$ cat src/assert_macros.svh
// assertion macros used by the receiver top level
`ifndef ASSERT_MACROS_SVH
`define ASSERT_MACROS_SVH

// antecedent implies consequent in the same cycle
`define ASSERT_IMPL(label, ante, cons, msg) \
    label: assert property (@(posedge clk) disable iff (!rst_n) (ante) |-> (cons)) \
        else $error(msg);

// antecedent implies consequent in the next cycle
`define ASSERT_NEXT(label, ante, cons, msg) \
    label: assert property (@(posedge clk) disable iff (!rst_n) (ante) |=> (cons)) \
        else $error(msg);

// expression holds at every edge
`define ASSERT_ALWAYS(label, expr, msg) \
    label: assert property (@(posedge clk) disable iff (!rst_n) (expr)) \
        else $error(msg);

`endif

$ cat src/msp_rx_pkg.sv
// shared types and constants for the frame receiver
`default_nettype none

package msp_rx_pkg;

    localparam int DEF_MAX_PAYLOAD = 64;
    localparam int DEF_NUM_PORTS   = 4;

    localparam logic [7:0] CHAR_DOLLAR = 8'h24;
    localparam logic [7:0] CHAR_M      = 8'h4D;
    localparam logic [7:0] CHAR_LT     = 8'h3C;

    localparam logic KIND_OTHER = 1'b0;
    localparam logic KIND_FRAME = 1'b1;

    // per-port parser state
    typedef enum logic [2:0] {
        PS_IDLE   = 3'd0,
        PS_DOLLAR = 3'd1,
        PS_M      = 3'd2,
        PS_ARROW  = 3'd3,
        PS_SIZE   = 3'd4,
        PS_CMD    = 3'd5
    } pstate_t;

    // controller state
    typedef enum logic [1:0] {
        CS_WAIT_IN,
        CS_DECIDE,
        CS_RD_PRIME,
        CS_RD_LOAD
    } ctl_state_t;

    typedef struct packed {
        logic    capture;
        logic    ps_we;
        pstate_t ps_next;
        logic    load_size;
        logic    load_cmd;
        logic    store_byte;
        logic    emit_pass;
        logic    emit_empty;
        logic    rd_start;
        logic    rd_load;
    } msp_cmd_t;

    typedef struct packed {
        logic    port_ok;
        logic    enable;
        pstate_t ps;
        logic    is_dollar;
        logic    is_m;
        logic    is_lt;
        logic    size_ok;
        logic    fill_more;
        logic    xor_ok;
        logic    size_zero;
        logic    out_free;
        logic    rd_last;
    } msp_sts_t;

endpackage

`default_nettype wire

$ cat src/msp_rx_ram.sv
// generic single-port ram with registered read
`default_nettype none

module msp_rx_ram #(
    parameter int WIDTH = 8,
    parameter int DEPTH = 256
) (
    input  wire logic                                   clk,
    input  wire logic                                   we,
    input  wire logic [((DEPTH > 1) ? $clog2(DEPTH) : 1)-1:0] addr,
    input  wire logic [WIDTH-1:0]                       wdata,
    output logic      [WIDTH-1:0]                       rdata
);

    logic [WIDTH-1:0] mem_reg [DEPTH];

    always_ff @(posedge clk)
    begin
        if (we)
        begin
            mem_reg[addr] <= wdata;
        end
        rdata <= mem_reg[addr];
    end

endmodule

`default_nettype wire

$ cat src/msp_rx_ctrl.sv
// controller state machine: sequences parsing and payload readout
`default_nettype none

module msp_rx_ctrl (
    input  wire logic                 clk,
    input  wire logic                 rst_n,
    input  wire logic                 s_axis_tvalid,
    output logic                      s_axis_tready,
    input  wire msp_rx_pkg::msp_sts_t sts,
    output msp_rx_pkg::msp_cmd_t      cmd
);

    msp_rx_pkg::ctl_state_t state_reg, state_next;

    always_ff @(posedge clk or negedge rst_n)
    begin
        if (!rst_n)
        begin
            state_reg <= msp_rx_pkg::CS_WAIT_IN;
        end
        else
        begin
            state_reg <= state_next;
        end
    end

    always_comb
    begin
        state_next    = state_reg;
        cmd           = '0;
        cmd.ps_next   = msp_rx_pkg::PS_IDLE;
        s_axis_tready = 1'b0;

        case (state_reg)
            msp_rx_pkg::CS_WAIT_IN:
            begin
                s_axis_tready = 1'b1;
                if (s_axis_tvalid)
                begin
                    cmd.capture = 1'b1;
                    state_next  = msp_rx_pkg::CS_DECIDE;
                end
            end

            msp_rx_pkg::CS_DECIDE:
            begin
                state_next = msp_rx_pkg::CS_WAIT_IN;
                if (!sts.port_ok)
                begin
                    // byte on a port that does not exist: dropped
                end
                else if (!sts.enable)
                begin
                    if (sts.out_free)
                    begin
                        cmd.emit_pass = 1'b1;
                    end
                    else
                    begin
                        state_next = msp_rx_pkg::CS_DECIDE;
                    end
                end
                else
                begin
                    case (sts.ps)
                        msp_rx_pkg::PS_DOLLAR:
                        begin
                            cmd.ps_we   = 1'b1;
                            cmd.ps_next = sts.is_m ? msp_rx_pkg::PS_M : msp_rx_pkg::PS_IDLE;
                        end
                        msp_rx_pkg::PS_M:
                        begin
                            cmd.ps_we   = 1'b1;
                            cmd.ps_next = sts.is_lt ? msp_rx_pkg::PS_ARROW
                                                    : msp_rx_pkg::PS_IDLE;
                        end
                        msp_rx_pkg::PS_ARROW:
                        begin
                            cmd.ps_we = 1'b1;
                            if (sts.size_ok)
                            begin
                                cmd.load_size = 1'b1;
                                cmd.ps_next   = msp_rx_pkg::PS_SIZE;
                            end
                        end
                        msp_rx_pkg::PS_SIZE:
                        begin
                            cmd.ps_we    = 1'b1;
                            cmd.load_cmd = 1'b1;
                            cmd.ps_next  = msp_rx_pkg::PS_CMD;
                        end
                        msp_rx_pkg::PS_CMD:
                        begin
                            if (sts.fill_more)
                            begin
                                cmd.store_byte = 1'b1;
                            end
                            else if (!sts.xor_ok)
                            begin
                                cmd.ps_we = 1'b1;
                            end
                            else if (sts.size_zero)
                            begin
                                // empty payload gives a single result
                                if (sts.out_free)
                                begin
                                    cmd.ps_we      = 1'b1;
                                    cmd.emit_empty = 1'b1;
                                end
                                else
                                begin
                                    state_next = msp_rx_pkg::CS_DECIDE;
                                end
                            end
                            else
                            begin
                                cmd.ps_we    = 1'b1;
                                cmd.rd_start = 1'b1;
                                state_next   = msp_rx_pkg::CS_RD_PRIME;
                            end
                        end
                        default:
                        begin
                            if (sts.is_dollar)
                            begin
                                cmd.ps_we   = 1'b1;
                                cmd.ps_next = msp_rx_pkg::PS_DOLLAR;
                            end
                            else if (sts.out_free)
                            begin
                                cmd.ps_we     = 1'b1;
                                cmd.emit_pass = 1'b1;
                            end
                            else
                            begin
                                state_next = msp_rx_pkg::CS_DECIDE;
                            end
                        end
                    endcase
                end
            end

            msp_rx_pkg::CS_RD_PRIME:
            begin
                // first payload byte is being read from the store
                state_next = msp_rx_pkg::CS_RD_LOAD;
            end

            msp_rx_pkg::CS_RD_LOAD:
            begin
                if (sts.out_free)
                begin
                    cmd.rd_load = 1'b1;
                    if (sts.rd_last)
                    begin
                        state_next = msp_rx_pkg::CS_WAIT_IN;
                    end
                end
            end

            default:
            begin
                state_next = msp_rx_pkg::CS_WAIT_IN;
            end
        endcase
    end

endmodule

`default_nettype wire

$ cat src/msp_rx_datapath.sv
// datapath: per-port parser registers, payload store and output register
`default_nettype none

module msp_rx_datapath #(
    parameter int MAX_PAYLOAD = msp_rx_pkg::DEF_MAX_PAYLOAD,
    parameter int NUM_PORTS   = msp_rx_pkg::DEF_NUM_PORTS
) (
    input  wire logic                 clk,
    input  wire logic                 rst_n,
    input  wire logic                 cfg_wr_en,
    input  wire logic                 cfg_wr_data,
    input  wire logic [15:0]          s_axis_tdata,
    output logic      [31:0]          m_axis_tdata,
    output logic                      m_axis_tuser,
    output logic                      m_axis_tlast,
    output logic                      m_axis_tvalid,
    input  wire logic                 m_axis_tready,
    input  wire msp_rx_pkg::msp_cmd_t cmd,
    output msp_rx_pkg::msp_sts_t      sts
);

    localparam int PIDX_W = (NUM_PORTS > 1) ? $clog2(NUM_PORTS) : 1;
    localparam int SZ_W   = $clog2(MAX_PAYLOAD + 1);
    localparam int DEPTH  = NUM_PORTS * MAX_PAYLOAD;
    localparam int ADDR_W = (DEPTH > 1) ? $clog2(DEPTH) : 1;

    logic                enable_reg;
    logic [1:0]          cap_port_reg;
    logic [7:0]          cap_byte_reg;

    msp_rx_pkg::pstate_t ps_reg   [NUM_PORTS];
    logic [SZ_W-1:0]     size_reg [NUM_PORTS];
    logic [SZ_W-1:0]     fill_reg [NUM_PORTS];
    logic [7:0]          xor_reg  [NUM_PORTS];
    logic [7:0]          hcmd_reg [NUM_PORTS];

    logic [SZ_W-1:0]     rd_idx_reg, rd_idx_next;

    logic                out_valid_reg;
    logic                out_kind_reg;
    logic [1:0]          out_port_reg;
    logic [7:0]          out_cmd_reg;
    logic [6:0]          out_size_reg;
    logic [7:0]          out_byte_reg;
    logic [5:0]          out_idx_reg;
    logic                out_last_reg;

    logic [PIDX_W-1:0]   pidx;
    logic [SZ_W-1:0]     cur_size;
    logic [SZ_W-1:0]     cur_fill;
    logic [ADDR_W-1:0]   base_addr;
    logic [SZ_W-1:0]     ram_offset;
    logic [ADDR_W-1:0]   ram_addr;
    logic [7:0]          ram_rdata;
    logic                rd_last;

    assign pidx     = PIDX_W'(cap_port_reg);
    assign cur_size = size_reg[pidx];
    assign cur_fill = fill_reg[pidx];
    assign rd_last  = (rd_idx_reg == (cur_size - SZ_W'(1)));

    always_comb
    begin
        sts.port_ok   = (4'(cap_port_reg) < 4'(NUM_PORTS));
        sts.enable    = enable_reg;
        sts.ps        = ps_reg[pidx];
        sts.is_dollar = (cap_byte_reg == msp_rx_pkg::CHAR_DOLLAR);
        sts.is_m      = (cap_byte_reg == msp_rx_pkg::CHAR_M);
        sts.is_lt     = (cap_byte_reg == msp_rx_pkg::CHAR_LT);
        sts.size_ok   = ({1'b0, cap_byte_reg} <= 9'(MAX_PAYLOAD));
        sts.fill_more = (cur_fill < cur_size);
        sts.xor_ok    = (xor_reg[pidx] == cap_byte_reg);
        sts.size_zero = (cur_size == '0);
        sts.out_free  = !out_valid_reg || m_axis_tready;
        sts.rd_last   = rd_last;
    end

    always_ff @(posedge clk or negedge rst_n)
    begin
        if (!rst_n)
        begin
            enable_reg <= 1'b1;
        end
        else if (cfg_wr_en)
        begin
            enable_reg <= cfg_wr_data;
        end
    end

    always_ff @(posedge clk)
    begin
        if (cmd.capture)
        begin
            cap_port_reg <= s_axis_tdata[1:0];
            cap_byte_reg <= s_axis_tdata[9:2];
        end
    end

    always_ff @(posedge clk or negedge rst_n)
    begin
        if (!rst_n)
        begin
            for (int i = 0; i < NUM_PORTS; i++)
            begin
                ps_reg[i]   <= msp_rx_pkg::PS_IDLE;
                size_reg[i] <= '0;
                fill_reg[i] <= '0;
                xor_reg[i]  <= '0;
                hcmd_reg[i] <= '0;
            end
        end
        else
        begin
            if (cmd.ps_we)
            begin
                ps_reg[pidx] <= cmd.ps_next;
            end
            if (cmd.load_size)
            begin
                size_reg[pidx] <= SZ_W'(cap_byte_reg);
                xor_reg[pidx]  <= cap_byte_reg;
                fill_reg[pidx] <= '0;
            end
            if (cmd.load_cmd)
            begin
                hcmd_reg[pidx] <= cap_byte_reg;
                xor_reg[pidx]  <= xor_reg[pidx] ^ cap_byte_reg;
            end
            if (cmd.store_byte)
            begin
                xor_reg[pidx]  <= xor_reg[pidx] ^ cap_byte_reg;
                fill_reg[pidx] <= cur_fill + SZ_W'(1);
            end
        end
    end

    // readout index; the store address runs one ahead when a byte is taken
    always_comb
    begin
        rd_idx_next = rd_idx_reg;
        if (cmd.rd_start)
        begin
            rd_idx_next = '0;
        end
        else if (cmd.rd_load && !rd_last)
        begin
            rd_idx_next = rd_idx_reg + SZ_W'(1);
        end
    end

    always_ff @(posedge clk)
    begin
        rd_idx_reg <= rd_idx_next;
    end

    assign base_addr  = ADDR_W'(pidx) * ADDR_W'(MAX_PAYLOAD);
    assign ram_offset = cmd.store_byte ? cur_fill : rd_idx_next;
    assign ram_addr   = base_addr + ADDR_W'(ram_offset);

    msp_rx_ram #(
        .WIDTH (8),
        .DEPTH (DEPTH)
    ) u_payload_ram (
        .clk   (clk),
        .we    (cmd.store_byte),
        .addr  (ram_addr),
        .wdata (cap_byte_reg),
        .rdata (ram_rdata)
    );

    always_ff @(posedge clk or negedge rst_n)
    begin
        if (!rst_n)
        begin
            out_valid_reg <= 1'b0;
        end
        else if (cmd.emit_pass || cmd.emit_empty || cmd.rd_load)
        begin
            out_valid_reg <= 1'b1;
        end
        else if (m_axis_tready)
        begin
            out_valid_reg <= 1'b0;
        end
    end

    always_ff @(posedge clk)
    begin
        if (cmd.emit_pass)
        begin
            out_kind_reg <= msp_rx_pkg::KIND_OTHER;
            out_port_reg <= cap_port_reg;
            out_cmd_reg  <= '0;
            out_size_reg <= '0;
            out_byte_reg <= cap_byte_reg;
            out_idx_reg  <= '0;
            out_last_reg <= 1'b1;
        end
        else if (cmd.emit_empty)
        begin
            out_kind_reg <= msp_rx_pkg::KIND_FRAME;
            out_port_reg <= cap_port_reg;
            out_cmd_reg  <= hcmd_reg[pidx];
            out_size_reg <= '0;
            out_byte_reg <= '0;
            out_idx_reg  <= '0;
            out_last_reg <= 1'b1;
        end
        else if (cmd.rd_load)
        begin
            out_kind_reg <= msp_rx_pkg::KIND_FRAME;
            out_port_reg <= cap_port_reg;
            out_cmd_reg  <= hcmd_reg[pidx];
            out_size_reg <= 7'(cur_size);
            out_byte_reg <= ram_rdata;
            out_idx_reg  <= 6'(rd_idx_reg);
            out_last_reg <= rd_last;
        end
    end

    assign m_axis_tvalid = out_valid_reg;
    assign m_axis_tuser  = out_kind_reg;
    assign m_axis_tlast  = out_last_reg;
    assign m_axis_tdata  = {1'b0, out_idx_reg, out_byte_reg, out_size_reg,
                            out_cmd_reg, out_port_reg};

endmodule

`default_nettype wire

$ cat src/msp_frame_receiver_unit.sv
// top level of the multi-port serial frame receiver
//
// input stream: one received byte and the port it arrived on per transfer.
// output stream: one result per transfer; tuser marks frame payload versus
// passed-through data, tlast closes each run. payload of a good frame comes
// out as a run of results, an empty payload as one result.
// cfg_wr_en/cfg_wr_data write the parse enable; write only while idle.
// an input byte is first accepted into the capture register, then decided
// against the port's parser state; its result, if any, is loaded into the
// output register when the decision goes through. a completed frame of n
// payload bytes is read from the single-port payload store at one byte a
// cycle while the sink takes them, after a priming state that starts the read.
// the input is taken only in the waiting state, so the next byte waits until
// the decision, and any readout of a good frame, is done.
// a result waiting in the output register does not stop the next byte being
// accepted; when the sink stalls, the block holds in decide or readout until
// the output register frees.
// reset clears every port's parser to idle, empties the output register and
// sets the parse enable; the payload store is not cleared.
`default_nettype none

module msp_frame_receiver_unit #(
    parameter int MAX_PAYLOAD = msp_rx_pkg::DEF_MAX_PAYLOAD,
    parameter int NUM_PORTS   = msp_rx_pkg::DEF_NUM_PORTS
) (
    input  wire logic        clk,
    input  wire logic        rst_n,
    input  wire logic        cfg_wr_en,
    input  wire logic        cfg_wr_data,    // msp_enable
    input  wire logic        s_axis_tvalid,
    output logic             s_axis_tready,
    input  wire logic [15:0] s_axis_tdata,   // rx_port[1:0], rx_byte[9:2]
    output logic             m_axis_tvalid,
    input  wire logic        m_axis_tready,
    output logic [31:0]      m_axis_tdata,   // out_port[1:0], frame_command[9:2],
                                             // frame_size[16:10], out_byte[24:17],
                                             // byte_index[30:25]
    output logic             m_axis_tuser,   // kind
    output logic             m_axis_tlast
);

`include "assert_macros.svh"

    msp_rx_pkg::msp_cmd_t cmd;
    msp_rx_pkg::msp_sts_t sts;

    msp_rx_ctrl u_ctrl (
        .clk           (clk),
        .rst_n         (rst_n),
        .s_axis_tvalid (s_axis_tvalid),
        .s_axis_tready (s_axis_tready),
        .sts           (sts),
        .cmd           (cmd)
    );

    msp_rx_datapath #(
        .MAX_PAYLOAD (MAX_PAYLOAD),
        .NUM_PORTS   (NUM_PORTS)
    ) u_datapath (
        .clk           (clk),
        .rst_n         (rst_n),
        .cfg_wr_en     (cfg_wr_en),
        .cfg_wr_data   (cfg_wr_data),
        .s_axis_tdata  (s_axis_tdata),
        .m_axis_tdata  (m_axis_tdata),
        .m_axis_tuser  (m_axis_tuser),
        .m_axis_tlast  (m_axis_tlast),
        .m_axis_tvalid (m_axis_tvalid),
        .m_axis_tready (m_axis_tready),
        .cmd           (cmd),
        .sts           (sts)
    );

    // a result is only loaded into a free output register
    `ASSERT_IMPL(a_load_into_free, (cmd.emit_pass || cmd.emit_empty || cmd.rd_load), sts.out_free, "result loaded over a waiting result")

    // at most one source loads the output register
    `ASSERT_ALWAYS(a_one_source, $onehot0({cmd.emit_pass, cmd.emit_empty, cmd.rd_load}), "several result sources at once")

    // after the final payload byte the block waits for input again
    `ASSERT_NEXT(a_readout_done, (cmd.rd_load && sts.rd_last), s_axis_tready, "input not reopened after frame readout")

endmodule

`default_nettype wire

$ cat config.mk
export PLATFORM = sky130hd
export DESIGN_NAME = msp_frame_receiver_unit
export DESIGN_NICKNAME = d
export VERILOG_FILES = /design/src/msp_rx_pkg.sv /design/src/msp_rx_ram.sv /design/src/msp_rx_ctrl.sv /design/src/msp_rx_datapath.sv /design/src/msp_frame_receiver_unit.sv
export VERILOG_INCLUDE_DIRS = /design/src /design/src/src
export SDC_FILE = /design/constraint.sdc
export NUM_CORES = 2
export LEC_CHECK = 0
export BUFFER_PORTS_ARGS = -buffer_cell sky130_fd_sc_hd__buf_2
export CAP_MARGIN = 20
export CORE_MARGIN = 2
export CORE_UTILIZATION = 57
export CTS_BUF_LIST = sky130_fd_sc_hd__clkbuf_4
export DETAILED_ROUTE_END_ITERATION = 12
export PLACE_DENSITY = 0.8
export SLEW_MARGIN = 25
export SYNTH_ARGS = -nofsm -noshare
export SYNTH_HDL_FRONTEND = slang
export SYNTH_SLANG_ARGS = --single-unit
export TNS_END_PERCENT = 5
$ cat constraint.sdc
create_clock -name clk -period 11.1 [get_ports clk]
set_clock_uncertainty 0.05 [all_clocks]
set_input_delay 1.11 -clock clk [delete_from_list [all_inputs] [get_ports clk]]
set_output_delay 1.11 -clock clk [all_outputs]
set_load 0.005 [all_outputs]
==> results_tabular.tex <==
\begin{tabular}{lr}
\hline
Metric & Value \\
\hline
\multicolumn{2}{l}{\textbf{Finish}} \\
Util after Layout & 63.0\% \\
Flip-flop count of the largest register after layout & 2,048 \\
Fill cell instance count of the final layout & approximately 11,000 \\
Layout Cell Area excl Fill & roughly 100,000 um2 \\
Layout Nets & roughly 6,600 \\
Post-synthesis to final-layout area growth & 9.98\% \\
Proportion of layout cells with a drive suffix above 1 & between 10\% and 20\% \\
\multicolumn{2}{l}{\textbf{Yosys}} \\
Avg Inst Size Synth & around 15 um2 \\
Number of nets produced by synthesis & 6,322 \\
Largest family of logic cells by synthesized area & compound AO/OA/AOI/OAI gates \\
Multiplexer share of the synthesized area & between 7 and 8\% \\
Number of enable flip-flop cells after synthesis & roughly 2,100 \\
Register area share after synthesis & between 70 and 80\% \\
Fraction of the mapped netlist area in adder cells & 0.136\% \\
Top cell type by total area after synthesis & edfxtp\_1 \\
Share of async-settable or async-resettable flops after synthesis & 6.07\% \\
Number of flip-flops and latches in the synthesized netlist & between 2,000 and 2,500 \\
Synth cell types & 78 \\
Share of the synthesized area in the top cell type & 67.6\% \\
Simple-gate share of the synthesized area & between 7 and 8\% \\
Number of warnings printed during yosys synthesis & 0 \\
Compound-gate portion of the synthesized area & approximately 8.8\% \\
Cell area after technology mapping & slightly above 90,000 um2 \\
Ranking of synthesized cells by area & edfxtp\_1, mux2i\_1, dfrtp\_1 \\
Primary flip-flop cell chosen by synthesis mapping & edfxtp\_1 \\
Cell count after synthesis & between 6,000 and 7,000 \\
Post-synthesis share of cell area spent on xor and xnor gates & less than 1\% \\
\multicolumn{2}{l}{\textbf{Placement}} \\
Placed inst area & $\sim$94,000 um2 \\
Buffers on Ports & 50 \\
Post-detail-place hpwl & roughly 140 mm \\
Final weighted congestion in routability-driven placement & roughly 0.94 \\
\multicolumn{2}{l}{\textbf{Routing}} \\
Router iterations before antenna repair & 7 \\
Residual DRC & 0 \\
Final Routed Wirelength & between 200 and 250 mm \\
1st-iter DRT viols & around 8,800 \\
Via density per instance & around 6.4 \\
Residual antenna-violating net count after detailed routing & 0 \\
Average wire per cell in the routed design & between 20 and 30 um \\
Via count & approximately 59,000 \\
\multicolumn{2}{l}{\textbf{Die}} \\
Count of boundary I/O pins & 58 \\
Starting density of the core & between 50\% and 60\% \\
Chip Height & 405 um \\
Core Box Area & about 160,000 um2 \\
Die outline width & around 410 um \\
Area of the die & between 150,000 and 200,000 um2 \\
\# rows & around 150 \\
\multicolumn{2}{l}{\textbf{Timing}} \\
Final hold violation count & 0 \\
Share of the cycle needed by the critical path after routing & $\sim$77\% \\
Final critical delay including setup and external delays & 8.53 ns \\
Least-Margin Pin Slew & around 1.2 ns \\
Relative slew slack & 18.8\% \\
Number of setup violations in the final report & 0 \\
Setup Total Neg Slack & 0 ns \\
Final number of max-transition violations & 0 \\
Highest clock rate & between 100 and 150 MHz \\
Post-Route Hold Slack & 0.353 ns \\
Unrepaired setup endpoints after global routing & no \\
\multicolumn{2}{l}{\textbf{Critical path}} \\
Depth of the worst register-to-register path & 19 \\
Endpoint required time on the critical path & 12.29 ns \\
R2R Path End & u\_datapath.u\_payload\_ram.rdata[2] \\
First element of the critical path & u\_datapath.cap\_port\_reg[0] \\
Critical path class & reg -> reg \\
Startpoint Class & flop \\
Crit-path max FO & 98 \\
Delay of the slowest critical-path stage & slightly above 0.9 ns \\
Worst Setup EP & u\_datapath.u\_payload\_ram.rdata[2] \\
Worst path cell trace & buf\_4 > mux4\_2 > ha\_1 > o21ai\_0 > o21ai\_0 > o211ai\_1 > nand3\_1 > o311ai\_4 > buf\_4 > o211ai\_4 > buf\_4 > buf\_4 > buf\_4 > nand2\_1 > nand3\_1 > nand3\_1 > a41o\_1 > nand4\_1 > and4\_1 \\
Critical path's slowest cell & buf\_4 \\
Most frequent cell on the critical path & buf\_4 \\
Type of element capturing the critical path & flop \\
Worst path arrival time & a little under 10 ns \\
Reg2reg start & u\_datapath.cap\_port\_reg[0] \\
Worst reg-to-reg setup slack & $\sim$2.6 ns \\
\multicolumn{2}{l}{\textbf{Power}} \\
Clock share of power & around 40\% \\
Sequential fraction of design power & approximately 56\% \\
Fraction of power consumed by combinational cells & under 10\% \\
Net switching share of the total power & 22.3\% \\
Static Leakage & around 35 nW \\
Reported net switching power & $\sim$3.8 mW \\
Post-layout total power & 17.0 mW \\
IR drop worst, VDD & about 0.19 mV \\
Power density of the placed cells & approximately 170 nW/um2 \\
Internal Pwr Total & roughly 13 mW \\
\multicolumn{2}{l}{\textbf{CTS}} \\
Maximum level of the CTS H-tree & 6 \\
Clock network latency to the later pin of the worst-skew pair & 1.28 ns \\
TritonCTS clock tree & yes \\
Number of buffers between clock root and the deepest sink & 4 \\
Clock transition at the registers of the reported paths & about 0.080 ns \\
Number of buffers created by CTS & $\sim$570 \\
Sinks on Clock Net & 2,242 \\
Number of gates resized after CTS & 0 \\
Cell at the root of the clock tree & clkbuf\_4 \\
\multicolumn{2}{l}{\textbf{Global routing}} \\
Gr ovfl total & 0 \\
Antenna violations before repair & 8 \\
Maximum number of pins on one net before global-route repair & slightly above 200 \\
Global-route wire length before repair & about 350 mm \\
Total GRT Usage & 28.5\% \\
Via count of the first global-routing pass & roughly 57,000 \\
\multicolumn{2}{l}{\textbf{Min path}} \\
Min-delay worst type & in -> reg \\
\multicolumn{2}{l}{\textbf{Run}} \\
Number of maximum-capacitance constraint violations & 0 \\
\multicolumn{2}{l}{\textbf{Run status}} \\
Result of the run & finished clean \\
\hline
\end{tabular}
[per-layer routing]
layer  vias to the layer above  part of all wire, %  track usage [%]
met1                     28697                   36             37.1
met5                         -                0.013                0
met2                      4176                   47             43.8
li1                      25106                    -                -
met3                       768                   13             7.88
met4                         6                  5.3             15.3
[cells by family (layout without fill, tap and decap cells)]
kind of cell | Yosys count | count (layout)
multiplexers | 591 | 591
other | 1 | 12
buffers and inverters | 566 | 1215
AO/OA/AOI/OAI | 1155 | 1155
AND/OR/NAND/NOR | 1696 | 1696
XOR/XNOR | 29 | 29
adder cells (fa/ha/maj) | 10 | 10
flip-flops | 2242 | 2242
[placed cells by master (no fill, tap or decap), types with 12 or more instances in the layout]
cell type	synthesis	layout
o22ai_1	42	42
clkbuf_4	0	811
clkinv_1	0	80
dlygate4sd3_1	0	14
nand2_1	891	882
buf_12	0	14
a41o_1	16	16
o2111ai_1	105	105
a21oi_1	252	250
inv_2	0	14
nor3_1	27	16
mux2i_1	399	399
dfxtp_1	38	38
mux4_2	105	105
buf_4	26	91
xor2_1	12	12
inv_1	119	119
mux2_2	87	87
a32o_1	16	16
a31oi_1	16	15
o211ai_1	120	120
and2_1	16	16
dfrtp_1	135	135
nand3_1	328	328
and3_1	21	21
buf_2	111	49
o21ai_0	157	157
nor2_1	292	287
a211oi_1	56	56
nand4b_1	16	16
a222oi_1	16	16
xnor2_1	17	17
a22oi_1	174	174
a22o_1	86	86
edfxtp_1	2068	2068
nand4_1	44	44
[through the flow]
stage	instances	setup WS, ns
finish	9110	2.57
global route	9105	2.16
CTS	9097	2.74
detailed placement	8162	2.74
global placement	8162	2.87
floorplan	6290	3.95
[worst min-delay path by stage]
| stage | slack, ns | from | end | cells after the start |
|---|---|---|---|---|
| 2_1_floorplan | 0.37 | u_datapath.cap_port_reg[1] | u_datapath.out_port_reg[1] | 0 |
| 3_3_place_gp | 0.39 | u_datapath.out_size_reg[0] | u_datapath.out_size_reg[0] | 2 |
| 3_5_place_dp | 0.40 | u_datapath.out_size_reg[1] | u_datapath.out_size_reg[1] | 2 |
| 4_1_cts | 0.20 | m_axis_tready | u_datapath.m_axis_tvalid | 3 |
| 5_1_grt | 0.29 | m_axis_tready | u_datapath.m_axis_tvalid | 3 |
| 6_report | 0.35 | m_axis_tready | u_datapath.m_axis_tvalid | 3 |
[cell type report]
cell class | instances | area (um2) | area share, %
clock inverters | 110 | 689 | 0.683
diodes | 11 | 27.5 | 0.0273
well taps | 2160 | 2700 | 2.68
multi-input cells | 3482 | 23300 | 23.1
clock buffers | 811 | 6090 | 6.03
inverters | 119 | 447 | 0.442
flip-flops and latches | 2242 | 66300 | 65.6
repair buffers | 175 | 1460 | 1.45
[worst max-delay path: cells and delay by family (launching register included)]
family / cells / cell delay (ns)
DFF: 1 / 0.83
and+or+nand+nor: 6 / 1.35
adders and majority gates: 1 / 0.34
buffers and inverters: 5 / 3.16
muxes: 1 / 0.69
AOI/OAI and AO/OA: 6 / 1.87
[power groups by stage]
stage | combinational (mW) | clock (mW) | sequential [mW]
after floorplan | 0.154 | 0 | 9.98
after global placement | 0.640 | 0 | 9.74
after detailed placement | 0.670 | 0 | 9.75
after CTS | 0.675 | 6.78 | 9.57
after global routing | 0.736 | 7.22 | 9.56
final | 0.695 | 6.72 | 9.57
[what timing repair did]
item | in CTS | in global routing
hold buffers | 14 | 0
setup buffers | 0 | 0
endpoints found under the hold margin | 68 | 0
[synthesized netlist by cell type (105+ instances only)]
master / instances
a21oi_1: 252
dfrtp_1: 135
clkbuf_1: 260
nand3_1: 328
nor2_1: 292
edfxtp_1: 2068
a22oi_1: 174
mux4_2: 105
mux2i_1: 399
buf_2: 111
inv_1: 119
o211ai_1: 120
o2111ai_1: 105
o21ai_0: 157
nand2_1: 891
(Power assumes the default switching activity.)
